## src/hw/rtl/chgs_queue.sv

```systemverilog
// Short FIFO between the front end and the hull engine.
`default_nettype none
module chgs_queue #(
    parameter int WIDTH = 34,
    parameter int DEPTH = 4
) (
    input  wire logic             i_clk,
    input  wire logic             i_rst_n,
    input  wire logic             i_push,
    input  wire logic [WIDTH-1:0] i_data,
    output logic                  o_full,
    input  wire logic             i_pop,
    output logic                  o_valid,
    output logic [WIDTH-1:0]      o_data
);
    localparam int AW = (DEPTH > 1) ? $clog2(DEPTH) : 1;

    logic [WIDTH-1:0] r_mem [DEPTH];
    logic [AW-1:0]    r_wp, r_rp;
    logic [AW:0]      r_cnt;
    logic             do_push, do_pop;

    assign o_full  = (r_cnt == (AW+1)'(DEPTH));
    assign o_valid = (r_cnt != '0);
    assign o_data  = r_mem[r_rp];
    assign do_push = i_push && !o_full;
    assign do_pop  = i_pop && o_valid;

    always_ff @(posedge i_clk) begin
        if (do_push) begin
            r_mem[r_wp] <= i_data;
        end
    end

    always_ff @(posedge i_clk) begin
        if (!i_rst_n) begin
            r_wp  <= '0;
            r_rp  <= '0;
            r_cnt <= '0;
        end else begin
            if (do_push) begin
                r_wp <= (r_wp == AW'(DEPTH - 1)) ? '0 : r_wp + AW'(1);
            end
            if (do_pop) begin
                r_rp <= (r_rp == AW'(DEPTH - 1)) ? '0 : r_rp + AW'(1);
            end
            r_cnt <= r_cnt + (AW+1)'(do_push) - (AW+1)'(do_pop);
        end
    end
endmodule
`default_nettype wire

```

## config.mk

```make
export PLATFORM = sky130hd
export DESIGN_NAME = chgs_queue
export DESIGN_NICKNAME = d
export VERILOG_FILES = /design/src/hw/rtl/chgs_queue.sv
export SDC_FILE = /design/constraint.sdc
export NUM_CORES = 1
export LEC_CHECK = 0
export BUFFER_PORTS_ARGS = -buffer_cell sky130_fd_sc_hd__buf_2
export CAP_MARGIN = 20
export CORE_ASPECT_RATIO = 1.2
export CORE_UTILIZATION = 57
export CTS_BUF_LIST = sky130_fd_sc_hd__clkbuf_16
export CTS_CLUSTER_SIZE = 20
export DETAILED_ROUTE_END_ITERATION = 12
export GPL_TIMING_DRIVEN = 0
export PLACE_DENSITY = 0.79
export SYNTH_ARGS = -nofsm -noshare
export SYNTH_HDL_FRONTEND = slang
export SYNTH_SLANG_ARGS = --single-unit
export TNS_END_PERCENT = 30
```

## constraint.sdc

```tcl
create_clock -name i_clk -period 3.9 [get_ports i_clk]
set_clock_uncertainty 0.2 [all_clocks]
set_input_delay 0.39 -clock i_clk [delete_from_list [all_inputs] [get_ports i_clk]]
set_output_delay 0.39 -clock i_clk [all_outputs]
set_load 0.02 [all_outputs]
```

==> impl_metrics.ini, run 1 <==
[power]
switching_share = 0.270
switchingPower_mw = 1.23
power.leakage_nw = 2.44
p_total_mw = 4.55
p_comb_frac = 0.234
peakVddDrop_mv = 0.530
power_density_nw_per_um2 = 661
clkPwrFrac = 0.337
p_int_mw = 3.32
seqPwrFrac = 0.429

[sta]
hold_viol = 0
rsz0062_at_grt = false
clock.fmax_mhz = 391
period_share = 0.657
fin_ws_ps = 1340
fin_tns_setup_ps = 0
worstMarginPinSlew_ps = 477
slew_headroom = 0.679
setup_violations = 0
fin_crit_ps = 2560
holdWs_ps = 17.6
maxSlewViolCount = 0

[placement]
hpwlAfterDp_mm = 5.06
place.gp.congestion = 0.685
dp_cells = 427
placed_cell_area_sq_um = 6040
port-buffer-count = 73
pre_cts_ws_ps = 1320

[route]
drc_errors = 0
first_iter_violations = 144
drt-wirelength-per-cell_um = 18.5
via_per_inst = 5.36
wl_mm = 9.01
dr.max_layer_used = met4
drt-pass1-iter-count = 4
drt-met1-wl_mm = 3.50
wl_met3_um = 375
vias = 2607
wl_met2_mm = 5.05
ant_nets = 0

[clock_network]
path_clk_slew_ps = 60
numCtsBuffers = 17
htree_levels = 4
clock_latency_ps = 400
cts_num_sinks = 145
cts_tree = done
ctsLongestPathBuffers = 2
post_cts_resized = 0
root_buffer = clkbuf_16

[finish]
antennaDiodeCount = 0
drive_above_1_share = 0.410
final_area_sq_um = 6880
area_growth_pct = 26.5
stdcell_count = 486
nNetsFinal = 399
fin_util = 0.750
fillCellCount = 526

[critical_path]
crit_top_cell = inv_1
rr_worst_depth = 10
cp-end-kind = flop
critPathArrivalTime_ps = 2660
critPathMaxStageDelay_ps = 480
required_ps = 4000
critical_path.max_fanout = 5
start_kind = flop
cpMaxStageDelayCell = o31ai_1
critPathKind = flop to flop
crit_chain = o31ai_1 -> inv_1 -> ha_1 -> inv_1 -> ha_1 -> inv_1 -> fa_1 -> xnor2_1 -> xnor2_1 -> and2_1

[logic_synthesis]
ys_warn_count = 0
synthArstFlopShare = 0
synth_commonest_cells = edfxtp_1, mux4_2, dfxtp_1
synth.cell_area_sq_um = 5440
synth_top_area_frac = 0.751
synth.most_common_cell = edfxtp_1
synth-xor-area-share = 0.00322
synth-simple-area-share = 0.0200
ys.flop_type = edfxtp_1
synthAdderAreaFrac = 0.0198
syn-instance-count = 230
synth_area_leaders = edfxtp_1, mux4_2, dfxtp_1, mux4_1, ha_1
synth.avg_cell_area_sq_um = 23.6
synth-seq-cells = 145
synth_top_family_by_area = multiplexers
seq_area_frac_synth = 0.784
synth_edf_count = 136
synth_nets = 276
synth.mux.area_fraction = 0.147
synth_cell_types = 22
synth_compound_area_frac = 0.00322
synth_top_cell_by_area = edfxtp_1

[run]
cap_violations = 0

[global_route]
grt_use_total = 0.199
grt_overflow = 0
grt_max_degree = 29
first_global_vias = 2724
antenna_found_initial = 0
grt_pass1_wl_mm = 13.8

[die]
start_util = 0.593
fp.dieW_um = 91.2
core_sq_um = 9180
die_area_sq_um = 9940
die_h_um = 109
std_cell_rows = 38
io_pins = 74

[status]
status = finished clean

[hold_path]
holdPathStages = 1
hp-class = input port to flop
layout make-up:
type                       instances  area [sq um]  share of cell area
multi-input combinational         69          1060               0.154
sequential                       145          4260               0.620
inverter                           6          22.5             0.00327
clock inverter                    15           145              0.0211
buffer                            10          98.8              0.0144
timing repair buffer             104           716               0.104
clock buffer                      17           425              0.0618
tap                              120           150              0.0218
path summary, 6_finish.rpt:
path                             to  slack [ps]                  from
max             r_cnt[2]$_SDFF_PN0_        1340   r_cnt[1]$_SDFF_PN0_
min          r_mem[2][10]$_DFFE_PP_          20            i_data[10]
max reg2reg     r_cnt[2]$_SDFF_PN0_        1340   r_cnt[1]$_SDFF_PN0_
min reg2reg    r_wp[1]$_SDFFE_PN0P_         320  r_wp[1]$_SDFFE_PN0P_
critical path, delay by kind of cell (launching register included):
kind	cells	cell delay (ps)
xor+xnor	2	270
flops	1	370
simple gates	1	150
fa+ha+maj	3	780
buf+inv	3	200
compound gates	1	480
logic make-up (layout without fill, tap and decap cells):
kind of cell / count (synthesis) / count (layout)
DFF: 145 / 145
muxes: 36 / 36
and+or+nand+nor: 20 / 20
buffers and inverters: 16 / 152
adders and majority gates: 8 / 8
AOI/OAI and AO/OA: 3 / 3
xor gates and xnor gates: 2 / 2
power by group through the flow:
stage / logic [mW] / registers [mW] / clock network [mW]
2_1_floorplan: 0.749 / 1.97 / 0
3_3_place_gp: 1.02 / 1.98 / 0
3_5_place_dp: 1.06 / 1.98 / 0
4_1_cts: 1.09 / 1.95 / 1.55
5_1_grt: 1.15 / 1.97 / 1.62
6_report: 1.06 / 1.95 / 1.53
placed cells by master, fill, tap and decap left out:
cell type	n
clkinv_4	3
edfxtp_1	136
fa_1	1
buf_6	1
mux4_2	30
nor2b_1	2
and2_2	4
dfxtp_1	9
xnor2_1	2
inv_6	1
mux4_1	4
clkinvlp_4	3
inv_1	8
or3_1	1
dlygate4sd3_1	27
mux2i_1	2
nor3b_2	1
clkinv_2	4
clkbuf_16	17
buf_12	7
bufinv_16	2
nand3_1	2
o21ai_0	2
clkbuf_1	2
nand2_1	6
o31ai_1	1
and2_1	2
buf_2	77
ha_1	7
nor2_1	2
flip-flops by register name, summed over array words and instances (netlist names), named ones only:
register  count
r_wp          2
r_cnt         3
r_mem       136
r_rp          2
timing repair:
action                                  CTS  global route
hold endpoints to repair                107             0
buffers inserted                          0             0
endpoints found under the setup margin    0             0
hold buffers                             27             0
metal layers:
layer,track usage,up-vias
li1,-,1204
met1,0.225,1323
met2,0.363,70
met3,0.0530,10
met4,0.0782,0
met5,0,-
No activity file was read; power rests on OpenSTA's default activity.
==> run 2: changes to the inputs <==
Settings changed: CORE_UTILIZATION 57 to 51, PLACE_DENSITY 0.79 to 0.75.
Clock period 3.9 ns to 2.1 ns, I/O delays scaled along.
==> run 2 against run 1 <==
Compared with the run above:
- largest cell class unchanged
- clock power rose by 65%
- largest power group unchanged
- non-clock buffer count rose by 17
- cell count rose by 4.7%
- register-to-register slack got worse by 1500 ps
- die area rose by 12%
- first-iteration DRC count fell by 12%
- the flow now finishes with violations (negative setup slack)
- critical endpoint unchanged
- global-route usage rose by 0.14 points
- maximum frequency rose by 13%
- clock-buffer cell count did not move
- routed wire length rose by 7.1%
- sequential share of layout area fell by 3.2 points
- highest routed layer unchanged
==> impl_metrics.ini, run 2 (synthesis gave the netlist of run 1 again) <==
[sta]
rsz0062_at_grt = true
slew_headroom = 0.644
setup_violations = 15
period_share = 1.08
fin_crit_ps = 2270
maxSlewViolCount = 0
hold_viol = 0
clock.fmax_mhz = 441
worstMarginPinSlew_ps = 534
fin_ws_ps = -170

[route]
ant_nets = 0
drt-wirelength-per-cell_um = 19.0
drc_errors = 0
wl_mm = 9.66
drt-pass1-iter-count = 4
vias = 2686
via_per_inst = 5.28
first_iter_violations = 127

[critical_path]
critPathMaxStageDelay_ps = 360
critPathArrivalTime_ps = 2370
path_buf_inv = 3
critPathKind = flop to flop
critical_path.max_fanout = 4
cp_top_family = adder cells
cpMaxStageDelayCell = dfxtp_4
required_ps = 2200
crit_chain = o31ai_4 -> inv_1 -> ha_4 -> inv_2 -> ha_4 -> inv_2 -> fa_2 -> xnor2_2 -> xnor2_1 -> and2_1
start_kind = flop
cp-end-kind = flop

[run]
cap_violations = 0

[die]
std_cell_rows = 40
start_util = 0.533
die_area_sq_um = 11100
fp.dieW_um = 96.3
io_pins = 74
die_h_um = 115
core_sq_um = 10200

[placement]
dp_cells = 431
port-buffer-count = 73
place.gp.congestion = 0.662
hpwlAfterDp_mm = 5.46

[global_route]
grt_overflow = 0
use_met1 = 0.224
grt_use_met2 = 0.351
grt_max_degree = 35
antenna_found_initial = 0
grt_util_met3 = 0.0721
grt_use_total = 0.200
first_global_vias = 3029
busiest_layer = met2
grt_pass1_wl_mm = 15.2

[finish]
stdcell_count = 509
mostFrequentLayoutCells = edfxtp_1, buf_2, dlygate4sd3_1
largest_reg_flops = 136
area_growth_pct = 33.8
drive_above_1_share = 0.439
nNetsFinal = 416
antennaDiodeCount = 0
regMostFlops = r_mem
largestRegisters = r_mem (136), r_cnt (3)
layout_commonest_cell = edfxtp_1
fillCellCount = 643

[status]
violations = negative setup slack
status = finished, violations left

[clock_network]
clock_latency_ps = 410
cts_tree = done
root_buffer = clkbuf_16
numCtsBuffers = 17
cts_num_sinks = 145
path_clk_slew_ps = 60
ctsLongestPathBuffers = 2
htree_levels = 4

[power]
p_total_mw = 8.82
peakVddDrop_mv = 0.798
power_density_nw_per_um2 = 1210
power.leakage_nw = 2.56

[hold_path]
hp-class = input port to flop
run 2: final cells by class:
class / count / area [sq um] / area share
Sequential cell: 145 / 4280 / 0.588
Multi-Input combinational cell: 69 / 1110 / 0.153
Timing Repair Buffer: 123 / 1110 / 0.152
Clock buffer: 17 / 425 / 0.0585
Tap cell: 126 / 158 / 0.0217
Buffer: 8 / 93.8 / 0.0129
Clock inverter: 15 / 78.8 / 0.0108
Inverter: 6 / 25.0 / 0.00344
run 2: where the power goes:
part	total [mW]	internal, mW	switching, mW
clock network	2.53	1.47	1.06
logic	2.62	1.40	1.21
registers	3.68	3.54	0.136
run 2: routing by layer:
metal	vias up	wire length (um)
met5	-	0
met4	0	104
met3	9	422
met2	67	5320
met1	1375	3810
li1	1235	-
run 2: worst register-to-register path: cells and delay by family (launching register included):
kind	cells	cell delay, ps
fa+ha+maj	3	710
flops	1	360
compound gates	1	280
xor+xnor	2	270
buf+inv	3	200
simple gates	1	140
run 2: final timing paths:
kind / from / cells past startpoint / slack (ps) / end
max: r_cnt[1]$_SDFF_PN0_ / 10 / -170 / r_cnt[2]$_SDFF_PN0_
min: i_push / 5 / 170 / r_wp[1]$_SDFFE_PN0P_
max reg2reg: r_cnt[1]$_SDFF_PN0_ / 10 / -170 / r_cnt[2]$_SDFF_PN0_
min reg2reg: r_wp[1]$_SDFFE_PN0P_ / 2 / 310 / r_wp[1]$_SDFFE_PN0P_
run 2: what timing repair did:
item / CTS / global route
setup endpoints to repair: 101 / 82
endpoints found under the hold margin: 140 / 0
pin swaps: 4 / 5
cloned: 4 / 0
gates resized for setup: 80 / 12
setup buffers: 10 / 1
hold buffers: 37 / 0
run 2: per-stage QoR:
stage / setup TNS [ps] / area [sq um] / utilization / worst slack, ps / hold WS, ps
after floorplan: -7580 / 5460 / - / -277 / 109
after detailed placement: -4990 / 6020 / 0.590 / -401 / 226
after global routing: -2480 / 7280 / 0.713 / -275 / 256
after CTS: -3360 / 7370 / 0.722 / -190 / 134
after global placement: -54230 / 5980 / 0.586 / -724 / 221
final: -374 / 7280 / 0.713 / -170 / 173
==> run 3: changes to the inputs <==
Settings changed: RECOVER_POWER set to 25.
==> run 3 against run 2 <==
Compared with the run above:
- the flow still finishes with violations (negative setup slack)
- cell count is the same
- total power hardly changed
- register-to-register slack about the same
- clock power about the same
- first-iteration DRC count fell by 3.9%
- critical path depth unchanged
- worst hold slack got worse by 2.0 ps
- sequential share of layout area increased by 0.17 points
- combinational power is essentially flat
- routed wire length is 0.66% lower
- critical endpoint unchanged
==> impl_metrics.ini, run 3 (synthesis gave the netlist of run 1 again) <==
[die]
start_util = 0.533
die_h_um = 115
io_pins = 74
fp.dieW_um = 96.3
std_cell_rows = 40
die_area_sq_um = 11100
core_sq_um = 10200

[finish]
regArea_sq_um = 4280
stdcell_count = 509
regMostFlops = r_mem
antennaDiodeCount = 0
drive_above_1_share = 0.394
nNetsFinal = 416
area_growth_pct = 33.4
largest_reg_flops = 136
mostFrequentLayoutCells = edfxtp_1, dlygate4sd3_1, mux4_2
fillCellCount = 654
layout_commonest_cell = edfxtp_1
largestRegisters = r_mem (136), r_cnt (3)
multi_input_area_sq_um = 1110

[route]
drt-wirelength-per-cell_um = 18.8
drc_errors = 0
ant_nets = 0
vias = 2679
first_iter_violations = 122
drt-pass1-iter-count = 4
wl_mm = 9.59
via_per_inst = 5.26

[hold_path]
min_from = i_push
holdPathEnd = r_wp[1]$_SDFFE_PN0P_
holdPathStages = 5
hp-class = input port to flop

[global_route]
use_met1 = 0.224
grt_pass1_wl_mm = 15.2
busiest_layer = met2
first_global_vias = 3029
grt_use_met2 = 0.351
grt_max_degree = 35
grt_use_total = 0.200
antenna_found_initial = 0
grt_overflow = 0
grt_util_met3 = 0.0721

[sta]
fin_crit_ps = 2270
worstMarginPinSlew_ps = 535
clock.fmax_mhz = 441
fin_tns_setup_ps = -369
maxSlewViolCount = 0
hold_viol = 0
setup_violations = 18
slew_headroom = 0.643
period_share = 1.08
rsz0062_at_grt = true
fin_ws_ps = -165

[clock_network]
root_buffer = clkbuf_16
numCtsBuffers = 17
path_clk_slew_ps = 60
cts_num_sinks = 145
clock_latency_ps = 410
cts_tree = done
htree_levels = 4
ctsLongestPathBuffers = 2

[placement]
dp_cells = 431
hpwlAfterDp_mm = 5.46
port-buffer-count = 73
pre_cts_ws_ps = -401
place.gp.congestion = 0.662

[run]
cap_violations = 0

[critical_path]
critPathKind = flop to flop
required_ps = 2200
cp-end-kind = flop
crit_chain = o31ai_4 -> inv_1 -> ha_4 -> inv_2 -> ha_4 -> inv_2 -> fa_2 -> xnor2_2 -> xnor2_1 -> and2_1
r2r_slack_ps = -170
cpMaxStageDelayCell = dfxtp_4
reg2reg_from = r_cnt[1]$_SDFF_PN0_
critPathArrivalTime_ps = 2360
start_kind = flop
critical_path.max_fanout = 4
rr_worst_depth = 10
reg2reg_to = r_cnt[2]$_SDFF_PN0_
critPathMaxStageDelay_ps = 360

[status]
violations = negative setup slack
status = finished, violations left

[power]
peakVddDrop_mv = 0.788
p_total_mw = 8.82
power_density_nw_per_um2 = 1220
power.leakage_nw = 2.52
[run 3: report_power, final]
group          total, mW  leakage, nW  switching, mW  internal, mW
Clock               2.53        0.247           1.06          1.47
Combinational       2.61        0.946           1.21          1.40
Sequential          3.68         1.32          0.135          3.54
Total               8.82         2.52           2.41          6.40
[run 3: how the worst max path moves through the flow]
stage | startpoint | to | slack [ps] | depth (start not counted)
floorplan | r_cnt[1]$_SDFF_PN0_ | r_cnt[2]$_SDFF_PN0_ | -280 | 12
global placement | r_cnt[2]$_SDFF_PN0_ | r_mem[2][30]$_DFFE_PP_ | -720 | 4
detailed placement | r_cnt[1]$_SDFF_PN0_ | r_cnt[2]$_SDFF_PN0_ | -400 | 10
CTS | r_cnt[1]$_SDFF_PN0_ | r_cnt[2]$_SDFF_PN0_ | -190 | 12
global route | r_cnt[1]$_SDFF_PN0_ | r_cnt[2]$_SDFF_PN0_ | -280 | 12
finish | r_cnt[1]$_SDFF_PN0_ | r_cnt[2]$_SDFF_PN0_ | -170 | 10
[run 3: worst max-delay path: cells and delay by family (launching register included)]
| kind | cells | cell delay [ps] |
|---|---|---|
| adder cells (fa/ha/maj) | 3 | 710 |
| flip-flops | 1 | 360 |
| AO/OA/AOI/OAI | 1 | 280 |
| XOR/XNOR | 2 | 270 |
| buffers and inverters | 3 | 200 |
| AND/OR/NAND/NOR | 1 | 140 |
[run 3: cell type report]
class | count | area share
plain buffers | 8 | 0.0129
clock buffers | 17 | 0.0586
clock inverters | 15 | 0.0109
inverters | 6 | 0.00345
multi-input cells | 69 | 0.153
flip-flops and latches | 145 | 0.590
well taps | 126 | 0.0217
repair buffers | 123 | 0.150
[run 3: what timing repair did]
action                     in CTS  in global routing
cloned                          4                  0
hold endpoints to repair      140                  0
resized for setup              80                 12
hold buffers                   37                  0
setup endpoints to repair     101                 82
setup buffers                  10                  1
pin swaps                       4                  5
[run 3: layer usage]
metal | part of all wire | vias up
met5 | 0 | -
met4 | 0.014 | 0
met3 | 0.039 | 11
met2 | 0.55 | 71
met1 | 0.40 | 1365
li1 | - | 1232
[run 3: per-stage QoR]
stage / hold slack [ps] / area, sq um / util
6_report: 171 / 7260 / 0.711
5_1_grt: 256 / 7260 / 0.711
4_1_cts: 134 / 7370 / 0.722
3_5_place_dp: 226 / 6020 / 0.590
3_3_place_gp: 221 / 5980 / 0.586
2_1_floorplan: 109 / 5460 / -
