File: src/hw/rtl/chgs_pkg.sv
// Shared types and constants for the convex hull block.
`default_nettype none
package chgs_pkg;

    // Tag that the front end attaches to every queued point.
    typedef struct packed {
        logic final_pt;
        logic keep;
    } t_ctrl;

    localparam int CTRL_BITS   = $bits(t_ctrl);
    localparam int QUEUE_DEPTH = 4;

endpackage
`default_nettype wire

File: src/hw/rtl/chgs_pt_if.sv
// Point input channel: valid/ready handshake with point payload.
`default_nettype none
interface chgs_pt_if #(
    parameter int COORD_BITS = 16
) ();
    logic                         valid;
    logic                         ready;
    logic signed [COORD_BITS-1:0] px;
    logic signed [COORD_BITS-1:0] py;
    logic                         final_point;

    modport source (output valid, px, py, final_point, input ready);
    modport sink   (input valid, px, py, final_point, output ready);
endinterface
`default_nettype wire

File: src/hw/rtl/chgs_front.sv
// Front end: accepts points, tags each as kept or dropped, queues it.
`default_nettype none
module chgs_front #(
    parameter int MAX_POINTS = 64,
    parameter int COORD_BITS = 16
) (
    input  wire logic                                      i_clk,
    input  wire logic                                      i_rst_n,
    chgs_pt_if.sink                                        i_pt,
    input  wire logic                                      i_full,
    output logic                                           o_push,
    output logic [2*COORD_BITS+chgs_pkg::CTRL_BITS-1:0]    o_entry
);
    import chgs_pkg::*;

    localparam int CW = $clog2(MAX_POINTS + 1);

    logic [CW-1:0] r_cnt;
    t_ctrl         ctrl;

    assign i_pt.ready = !i_full;
    assign o_push     = i_pt.valid && !i_full;
    assign ctrl.final_pt = i_pt.final_point;
    assign ctrl.keep     = (r_cnt < CW'(MAX_POINTS));
    assign o_entry    = {ctrl, i_pt.py, i_pt.px};

    // Mirror the engine's fill count so the keep tag is known at entry.
    always_ff @(posedge i_clk) begin
        if (!i_rst_n) begin
            r_cnt <= '0;
        end else if (o_push) begin
            if (i_pt.final_point) begin
                r_cnt <= '0;
            end else if (ctrl.keep) begin
                r_cnt <= r_cnt + CW'(1);
            end
        end
    end
endmodule
`default_nettype wire

File: src/flat_wrapper.sv
// flat-port wrapper written by rule: the top's interface ports become plain ports
module chgs_front_flat import chgs_pkg::*;
#(
    parameter int MAX_POINTS = 64,
    parameter int COORD_BITS = 16
)
  (i_clk, i_rst_n, i_full, o_push, o_entry, i_pt_valid, i_pt_px, i_pt_py, i_pt_final_point, i_pt_ready);
  chgs_pt_if #(.COORD_BITS(COORD_BITS)) i_pt_i ();
  input  wire logic i_clk;
  input  wire logic i_rst_n;
  input  wire logic i_full;
  output logic o_push;
  output logic [2*COORD_BITS+chgs_pkg::CTRL_BITS-1:0] o_entry;
  input wire logic [$bits(i_pt_i.valid)-1:0] i_pt_valid;
  input wire logic [$bits(i_pt_i.px)-1:0] i_pt_px;
  input wire logic [$bits(i_pt_i.py)-1:0] i_pt_py;
  input wire logic [$bits(i_pt_i.final_point)-1:0] i_pt_final_point;
  output wire logic [$bits(i_pt_i.ready)-1:0] i_pt_ready;
  assign i_pt_i.valid = i_pt_valid;
  assign i_pt_i.px = i_pt_px;
  assign i_pt_i.py = i_pt_py;
  assign i_pt_i.final_point = i_pt_final_point;
  assign i_pt_ready = i_pt_i.ready;
  chgs_front #(.MAX_POINTS(MAX_POINTS), .COORD_BITS(COORD_BITS)) u_core (.i_clk(i_clk), .i_rst_n(i_rst_n), .i_pt(i_pt_i), .i_full(i_full), .o_push(o_push), .o_entry(o_entry));
endmodule
File: config.mk
export PLATFORM = sky130hd
export DESIGN_NAME = chgs_front_flat
export DESIGN_NICKNAME = d
export VERILOG_FILES = /design/src/hw/rtl/chgs_pkg.sv /design/src/hw/rtl/chgs_pt_if.sv /design/src/hw/rtl/chgs_front.sv /design/src/flat_wrapper.sv
export SDC_FILE = /design/constraint.sdc
export NUM_CORES = 1
export LEC_CHECK = 0
export BUFFER_PORTS_ARGS = -buffer_cell sky130_fd_sc_hd__buf_2
export CORE_UTILIZATION = 35
export CTS_CLUSTER_DIAMETER = 100
export DETAILED_ROUTE_END_ITERATION = 6
export PLACE_DENSITY_LB_ADDON = 0.12
export REMOVE_ABC_BUFFERS = 1
export SETUP_SLACK_MARGIN = 0.5
export SLEW_MARGIN = 20
export SYNTH_ARGS = -nofsm -noshare
export SYNTH_HDL_FRONTEND = slang
export SYNTH_SLANG_ARGS = --single-unit
export TNS_END_PERCENT = 30
File: constraint.sdc
create_clock -name i_clk -period 2.2 [get_ports i_clk]
set_input_delay 0.44 -clock i_clk [delete_from_list [all_inputs] [get_ports i_clk]]
set_output_delay 0.44 -clock i_clk [all_outputs]
set_load 0.01 [all_outputs]
==> results of run 1 <==
==> power by group <==
part           switching (mW)  internal [mW]
logic                  0.0147         0.0101
registers            0.000880          0.128
clock network          0.0533         0.0696
total                  0.0689          0.208
==> logic make-up after synthesis <==
family | count (synthesis)
AOI/OAI and AO/OA | 7
adders and majority gates | 1
buffers and inverters | 41
DFF | 7
muxes | 3
and+or+nand+nor | 20
==> worst min-delay path by stage <==
stage               slack [ps]         endpoint       startpoint
global route               520  u_core.r_cnt[5]  u_core.r_cnt[5]
global placement           470  u_core.r_cnt[4]  u_core.r_cnt[4]
floorplan                  450  u_core.r_cnt[4]  u_core.r_cnt[4]
CTS                        490  u_core.r_cnt[5]  u_core.r_cnt[5]
detailed placement         480  u_core.r_cnt[4]  u_core.r_cnt[4]
finish                     490  u_core.r_cnt[5]  u_core.r_cnt[5]
==> stage by stage <==
stage	util	area (sq um)	total power, mW
floorplan	-	380	0.143
global placement	0.262	452	0.157
detailed placement	0.262	452	0.156
CTS	0.277	478	0.282
global route	0.277	478	0.294
finish	0.277	478	0.276
==> cells in the final DEF (no fill, tap or decap) <==
cell type  instances
and3_1             1
nor4b_1            1
buf_2              8
mux2i_1            3
nand2b_4           1
clkbuf_4           3
o21ai_0            2
nand3b_1           4
nand2_1            3
nor4_1             2
nand3_1            3
a21oi_1            1
inv_2              1
ha_1               1
dfxtp_1            7
nor2_1             1
inv_1              5
nand4_1            1
a21boi_1           2
nor2b_1            1
a41oi_1            1
or4_1              2
o31ai_1            1
clkbuf_1           1
==> cell usage after synthesis (all sizes together) <==
cell type	n	area share
a21oi	1	0.0078
nand2b	1	0.021
or4	2	0.023
nand2	3	0.018
nor2b	1	0.0097
nor4	2	0.019
mux2i	3	0.047
a21boi	2	0.023
o21ai	2	0.016
nand3b	4	0.047
nor2	1	0.0058
a41oi	1	0.014
ha	1	0.019
buf	35	0.41
and3	1	0.0097
nand4	1	0.0097
dfxtp	7	0.22
nor4b	1	0.014
inv	6	0.035
o31ai	1	0.012
nand3	3	0.023
==> layer usage <==
layer | global-route usage | share of wire | vias up | wire [um]
met5 | 0 | 0 | - | 0
met4 | 0.0545 | 0.0048 | 0 | 10
met3 | 0.296 | 0.28 | 4 | 585
met2 | 0.309 | 0.39 | 45 | 808
met1 | 0.207 | 0.33 | 178 | 685
li1 | - | - | 184 | -
==> critical path, stage by stage <==
cell      delay [ps]
buf_2            110
nand2b_4         170
inv_2             80
buf_2            120
==> area by class of cell <==
cell class	count	area, sq um	share of cell area
Clock buffer	4	26.3	0.0550
Inverter	6	22.5	0.0471
Multi-Input combinational cell	31	218	0.455
Timing Repair Buffer	8	40.0	0.0838
Tap cell	25	31.3	0.0654
Sequential cell	7	140	0.293
==> impl_metrics.toml, run 1 <==
[final_layout]
finalNonFillerCells = 81
n_fill_cell = 214
layout-drive-gt1-share = 0.232
largest_register_ffs = 7
largest_register = "u_core.r_cnt"
finish.net_count = 95
antenna_cells = 0
largestRegisters = "u_core.r_cnt: 7 flops"
area_growth_pct = -25.7

[sta]
tightest_slew_ps = 421
period_share = 0.618
rsz0062_at_grt = "false"
fmax_mhz = 736
hold_slack_ps = 488
hold_viol_final = 0
setup_tns_ps = 0
setup_ws_ps = 841
slew_viol_final = 0
final.min_clock_period_ps = 1360
fin_skew_ps = 1.95
relSlewSlack = 0.719
setup_viol = 0

[worst_setup_path]
cp-startpoint = "i_full"
rr_worst_depth = 4
cp_data_required_time_ps = 1760
cp_data_arrival_time_ps = 920
cp-endpoint = "o_push"
worst-setup-path-type = "in2out"
rr_endpoint = "u_core.r_cnt[2]"
r2r_setup_slack_ps = 870
timing.rr.start = "u_core.r_cnt[0]"
start_kind = "input port"
critPathMaxFanout = 9
critPathCaptureType = "primary output"

[min_path]
hold_depth = 2
min_path_type = "reg2reg"

[clock_network]
ctsResizeCount = 0
cts_tree = "yes"
clkSinkCount = 7
numCtsBuffers = 3
cts.clk_slew.worst_paths_ps = 50
cts_hold_buf = 0
clock_latency_ps = 260
clock_path_buffers = 2
cts_root_buffer = "clkbuf_4"
cts_max_level = 1
post_cts_buffers = 0

[placement]
post-place-ws_ps = 783
placed_cells = 77
place_congestion = 0.802
port-buffer-count = 8
dp_hpwl_mm = 1.84

[die]
io-pin-count = 73
die_height_um = 44.9
core_area_sq_um = 1730
num_rows = 15
initial_core_util = 0.372
dieArea_sq_um = 2010
die_w_um = 44.9

[global_route]
grt_remaining_overflow = 0
grt_max_degree = 10
grt_pass1_vias = 385
grtUsageTotal = 0.228
antenna_found_initial = 0
grt_pass1_wl_mm = 2.79

[synthesis]
netlist_area_sq_um = 643
ys_seq_area_frac = 0.218
yosysWarnings = 0
synth_xor_area_frac = 0
synth-seq-cells = 7
netlist_instances = 79
synth_mux_area_frac = 0.0467
synth_compound_area_frac = 0.0720
synth_top_family_by_area = "buffers and inverters"
yosys.cell_types.count = 24
syn_avg_cell_area_sq_um = 8.14
yosys.area_share.simple = 0.200
synthAdderAreaFrac = 0.0195

[detailed_routing]
first_iter_violations = 5
ant_nets = 0
vias = 411
viasPerCell = 5.07
routedWlPerCell_um = 25.8
drc = 0
wl_mm = 2.09
first_pass_iters = 4

[outcome]
status = "finished clean"

[pwr]
p_leak_nw = 0.182
peakVddDrop_v = 0.000278
powerDensity_nw_per_um2 = 578

[run]
maxCapViolations = 0
(Power assumes the default switching activity.)
==> run 2, diff against run 1 <==
--- a/config.mk
+++ b/config.mk
@@ -5,8 +5,9 @@
 export SDC_FILE = /design/constraint.sdc
 export NUM_CORES = 1
 export LEC_CHECK = 0
+export ABC_AREA = 1
 export BUFFER_PORTS_ARGS = -buffer_cell sky130_fd_sc_hd__buf_2
-export CORE_UTILIZATION = 35
+export CORE_UTILIZATION = 33
 export CTS_CLUSTER_DIAMETER = 100
 export DETAILED_ROUTE_END_ITERATION = 6
 export PLACE_DENSITY_LB_ADDON = 0.12
==> constraint.sdc (replaced) <==
create_clock -name i_clk -period 1.4 [get_ports i_clk]
set_input_delay 0.28 -clock i_clk [delete_from_list [all_inputs] [get_ports i_clk]]
set_output_delay 0.28 -clock i_clk [all_outputs]
set_load 0.01 [all_outputs]
==> impl_metrics.toml, run 2 <==
[placement]
post-place-ws_ps = 279
placed_cells = 93
place_congestion = 0.804
port-buffer-count = 8
placed_cell_area_sq_um = 474
dp_hpwl_mm = 1.90

[clock_network]
clock_path_buffers = 2
clock_latency_ps = 250
cts.clk_slew.worst_paths_ps = 50
cts_tree = "yes"
cts_hold_buf = 0
cts_root_buffer = "clkbuf_4"
numCtsBuffers = 3
clkSinkCount = 7
cts_max_level = 1

[synthesis]
syn_avg_cell_area_sq_um = 7.00
synth-edff-count = 0
synth-seq-cells = 7
yosysTopAreaCellShare = 0.381
synth_ff_type = "dfxtp_1"
yosysWarnings = 0
yosys.area.top_type = "buf_4"
netlist_top_cells_area = "buf_4 38%, dfxtp_1 22%, nand2_1 7.5%, inv_1 6.3%, nand3_1 3.8%"
netlist_instances = 93
synthArstFlopShare = 0
ys_seq_area_frac = 0.215
netlist_area_sq_um = 651
synthTopCellsByCount = "33 x buf_4, 13 x nand2_1, 11 x inv_1"
synth_most_common_cell = "buf_4"
yosys.cell_types.count = 17

[sta]
slew_viol_final = 0
rsz0062_at_grt = "true"
fin_skew_ps = 0.459
setup_viol = 0
fmax_mhz = 978
period_share = 0.730
final.min_clock_period_ps = 1020
relSlewSlack = 0.867
setup_tns_ps = 0
setup_ws_ps = 378
hold_slack_ps = 286
tightest_slew_ps = 200
hold_viol_final = 0

[final_layout]
largest_register_ffs = 7
largestRegisters = "u_core.r_cnt: 7 flops"
area_growth_pct = -13.5
layout-drive-gt1-share = 0.373
final_common_cell = "nand2_1"
largest_register = "u_core.r_cnt"
finalInstanceArea_sq_um = 563
antenna_cells = 0
finalNonFillerCells = 100
finish.net_count = 114
layout_common_cells = "12 x nand2_1, 10 x inv_1, 7 x buf_2"

[global_route]
grtUsageTotal = 0.216
grt_remaining_overflow = 0
grt_pass1_wl_mm = 2.77
grt_max_degree = 7
grt_pass1_vias = 414
antenna_found_initial = 0

[die]
core_area_sq_um = 1780
die_w_um = 46.4
num_rows = 15
initial_core_util = 0.365
io-pin-count = 73
die_height_um = 46.4
dieArea_sq_um = 2150

[pwr]
p_sw_frac = 0.249
combPwrFrac = 0.113
clock_power_share = 0.423
p_seq_frac = 0.465
powerDensity_nw_per_um2 = 776
peakVddDrop_v = 0.000321
p_int_mw = 0.328
p_sw_mw = 0.109
p_leak_nw = 0.235

[worst_setup_path]
cp_data_required_time_ps = 1120
timing.rr.start = "u_core.r_cnt[6]"
critPathMaxFanout = 3
r2r_setup_slack_ps = 420
start_kind = "flop"
worst-setup-path-type = "reg2out"
cp-startpoint = "u_core.r_cnt[6]"
cp_data_arrival_time_ps = 740
critPathCaptureType = "primary output"

[detailed_routing]
first_iter_violations = 7
viasPerCell = 4.65
ant_nets = 0
first_pass_iters = 4
vias = 465
routedWlPerCell_um = 21.4
wl_mm = 2.14
drc = 0

[min_path]
min_path_type = "in2reg"
min-delay-start = "i_rst_n"

[outcome]
status = "finished clean"

[run]
maxCapViolations = 0
==> run 2: changes by cell type after synthesis, sizes merged, moves of 2 or more <==
cell,change
a21oi,+2
nand3b,-4
nor2,+10
nand2,+12
nor3,+2
or4,-2
inv,+5
nand3,+2
mux2i,-3
nor4,-2
buf,-2
==> run 2: worst max-delay path: stages (launching register included) <==
cell and delay, ps:
dfxtp_2 330, inv_2 50, buf_6 110
==> run 2: final timing paths <==
kind | end | cells after the start
worst min register to register | u_core.r_cnt[6] | 2
worst max-delay path | o_entry[32] | 2
worst max register to register | u_core.r_cnt[4] | 7
worst min-delay path | u_core.r_cnt[0] | 3
==> run 2: final cells by class <==
cell class,instances,area (sq um)
Tap cell,25,31.3
Multi-Input combinational cell,41,241
Sequential cell,7,149
Clock buffer,4,26.3
Inverter,12,46.3
Fill cell,203,1220
Timing Repair Buffer,11,68.8
==> run 2: logic make-up (layout without fill, tap and decap cells) <==
family | Yosys count | in the layout | synth area share
buffers and inverters | 45 | 27 | 0.452
and+or+nand+nor | 34 | 34 | 0.263
DFF | 7 | 7 | 0.215
AOI/OAI and AO/OA | 6 | 6 | 0.0500
adders and majority gates | 1 | 1 | 0.0192
==> run 2: per-layer routing <==
| metal | vias to the layer above | share of wire | GRT usage |
|---|---|---|---|
| met5 | - | 0 | 0 |
| met2 | 44 | 0.37 | 0.267 |
| met4 | 0 | 0.0061 | 0.0529 |
| li1 | 219 | - | - |
| met1 | 200 | 0.35 | 0.220 |
| met3 | 2 | 0.27 | 0.278 |
==> run 2: what timing repair did <==
action,4_1_cts,5_1_grt
pin swaps,1,0
buffers inserted,2,1
resized for setup,9,3
endpoints found under the setup margin,8,10
==> run 2: stage by stage <==
stage	utilization	power (mW)
global route	0.316	0.462
finish	0.316	0.437
floorplan	-	0.233
detailed placement	0.266	0.252
CTS	0.305	0.445
global placement	0.266	0.254
==> run 2: power groups by stage <==
stage | Clock [mW] | Combinational (mW) | Sequential (mW)
floorplan | 0 | 0.0251 | 0.208
global placement | 0 | 0.0457 | 0.208
detailed placement | 0 | 0.0441 | 0.208
CTS | 0.194 | 0.0461 | 0.205
global route | 0.204 | 0.0551 | 0.203
finish | 0.185 | 0.0492 | 0.203
==> run 3, diff against run 2 <==
==> constraint.sdc (replaced) <==
create_clock -name i_clk -period 1 [get_ports i_clk]
set_input_delay 0.2 -clock i_clk [delete_from_list [all_inputs] [get_ports i_clk]]
set_output_delay 0.2 -clock i_clk [all_outputs]
set_load 0.01 [all_outputs]
==> impl_metrics.toml, run 3 (synthesized netlist as in run 2, its figures left out) <==
[outcome]
status = "complete, but fails checks"
violations = "setup timing"

[detailed_routing]
vias = 478
first_pass_iters = 2
ant_nets = 0
drc = 0
wl_mm = 2.33
first_iter_violations = 3
viasPerCell = 4.55
routedWlPerCell_um = 22.2

[clock_network]
clock_path_buffers = 2
cts_root_buffer = "clkbuf_4"
clkSinkCount = 7
cts.clk_slew.worst_paths_ps = 50
numCtsBuffers = 3
cts_hold_buf = 0
cts_tree = "yes"
clock_latency_ps = 250
cts_max_level = 1

[worst_setup_path]
critPathMaxFanout = 2
cp-startpoint = "u_core.r_cnt[6]"
r2r_setup_slack_ps = 20
rr_worst_depth = 7
start_kind = "flop"
cp-endpoint = "o_entry[32]"
critPathCaptureType = "primary output"
worst-setup-path-type = "reg2out"
timing.rr.start = "u_core.r_cnt[1]"
cp_data_arrival_time_ps = 840
cp_data_required_time_ps = 800
rr_endpoint = "u_core.r_cnt[5]"

[sta]
rsz0062_at_grt = "true"
final.min_clock_period_ps = 1040
relSlewSlack = 0.853
fmax_mhz = 960
slew_viol_final = 0
setup_viol = 1
hold_viol_final = 0
fin_skew_ps = 1.76
hold_slack_ps = 223
setup_ws_ps = -41.4
period_share = 1.04
tightest_slew_ps = 220

[placement]
place_congestion = 0.817
port-buffer-count = 8
dp_hpwl_mm = 2.00

[pwr]
powerDensity_nw_per_um2 = 926
p_sw_mw = 0.162
combPwrFrac = 0.173
p_sw_frac = 0.246
p_leak_nw = 0.296
p_total_mw = 0.656
p_int_mw = 0.494
p_seq_frac = 0.438
peakVddDrop_v = 0.000790
clock_power_share = 0.389

[final_layout]
fin_util = 0.397
largestRegisters = "u_core.r_cnt: 7 flops"
final_common_cell = "nand2_1"
layout-drive-gt1-share = 0.525
antenna_cells = 0
finish.net_count = 119
largest_register_ffs = 7
largest_register = "u_core.r_cnt"
layout_common_cells = "12 x nand2_1, 8 x inv_1, 7 x buf_6"
area_growth_pct = 8.85

[global_route]
grt_remaining_overflow = 0
grtUsageTotal = 0.241
grt_pass1_wl_mm = 3.17
grt_pass1_vias = 498
grt_max_degree = 7
antenna_found_initial = 0

[die]
num_rows = 15
die_w_um = 46.4
die_height_um = 46.4
initial_core_util = 0.365
dieArea_sq_um = 2150
core_area_sq_um = 1780
io-pin-count = 73

[min_path]
min_path_type = "in2reg"
min-delay-start = "i_rst_n"

[run]
maxCapViolations = 0
-- run 3: area by class of cell --
type	instances	area, sq um
inverters	12	51.3
clock buffers	4	26.3
well taps	25	31.3
repair buffers	16	166
fillers	189	1070
flip-flops and latches	7	148
multi-input cells	41	285
-- run 3: power by group through the flow --
stage	clock [mW]	sequential (mW)	combinational (mW)
final	0.255	0.287	0.114
after global routing	0.290	0.287	0.123
after CTS	0.271	0.287	0.108
after detailed placement	0	0.292	0.0772
after global placement	0	0.291	0.0772
after floorplan	0	0.291	0.0352
-- run 3: timing repair --
action,in CTS,in global routing
setup endpoints to repair,11,11
pin swaps,6,10
gates resized for setup,32,7
setup buffers,2,0
gates cloned,0,0
-- run 3: worst min path at each step --
stage	endpoint	slack, ps	cells after the start
final	u_core.r_cnt[1]	220	2
after global routing	u_core.r_cnt[1]	220	2
after CTS	u_core.r_cnt[0]	200	3
after detailed placement	o_entry[18]	400	0
after global placement	o_entry[18]	400	0
after floorplan	u_core.r_cnt[0]	340	2
-- run 3: worst max-delay path: stages (launching register included) --
cell	delay (ps)
dfxtp_2	340
inv_2	40
buf_6	110
buf_6	110
-- run 3: metrics by stage --
step | area, sq um | cells | TNS (ps) | worst slack [ps]
floorplan | 403 | 60 | 0 | 1.05
global placement | 519 | 99 | -87.2 | -36.7
detailed placement | 519 | 99 | -104 | -56.9
CTS | 676 | 105 | -35.3 | -35.3
global route | 708 | 105 | -238 | -79.4
finish | 708 | 105 | -41.4 | -41.4
-- run 3: metal layers --
metal	vias up	global-route usage	routed length (um)
li1	226	-	-
met1	206	0.239	817
met2	44	0.339	935
met3	2	0.263	565
met4	0	0.0529	12
met5	-	0	0
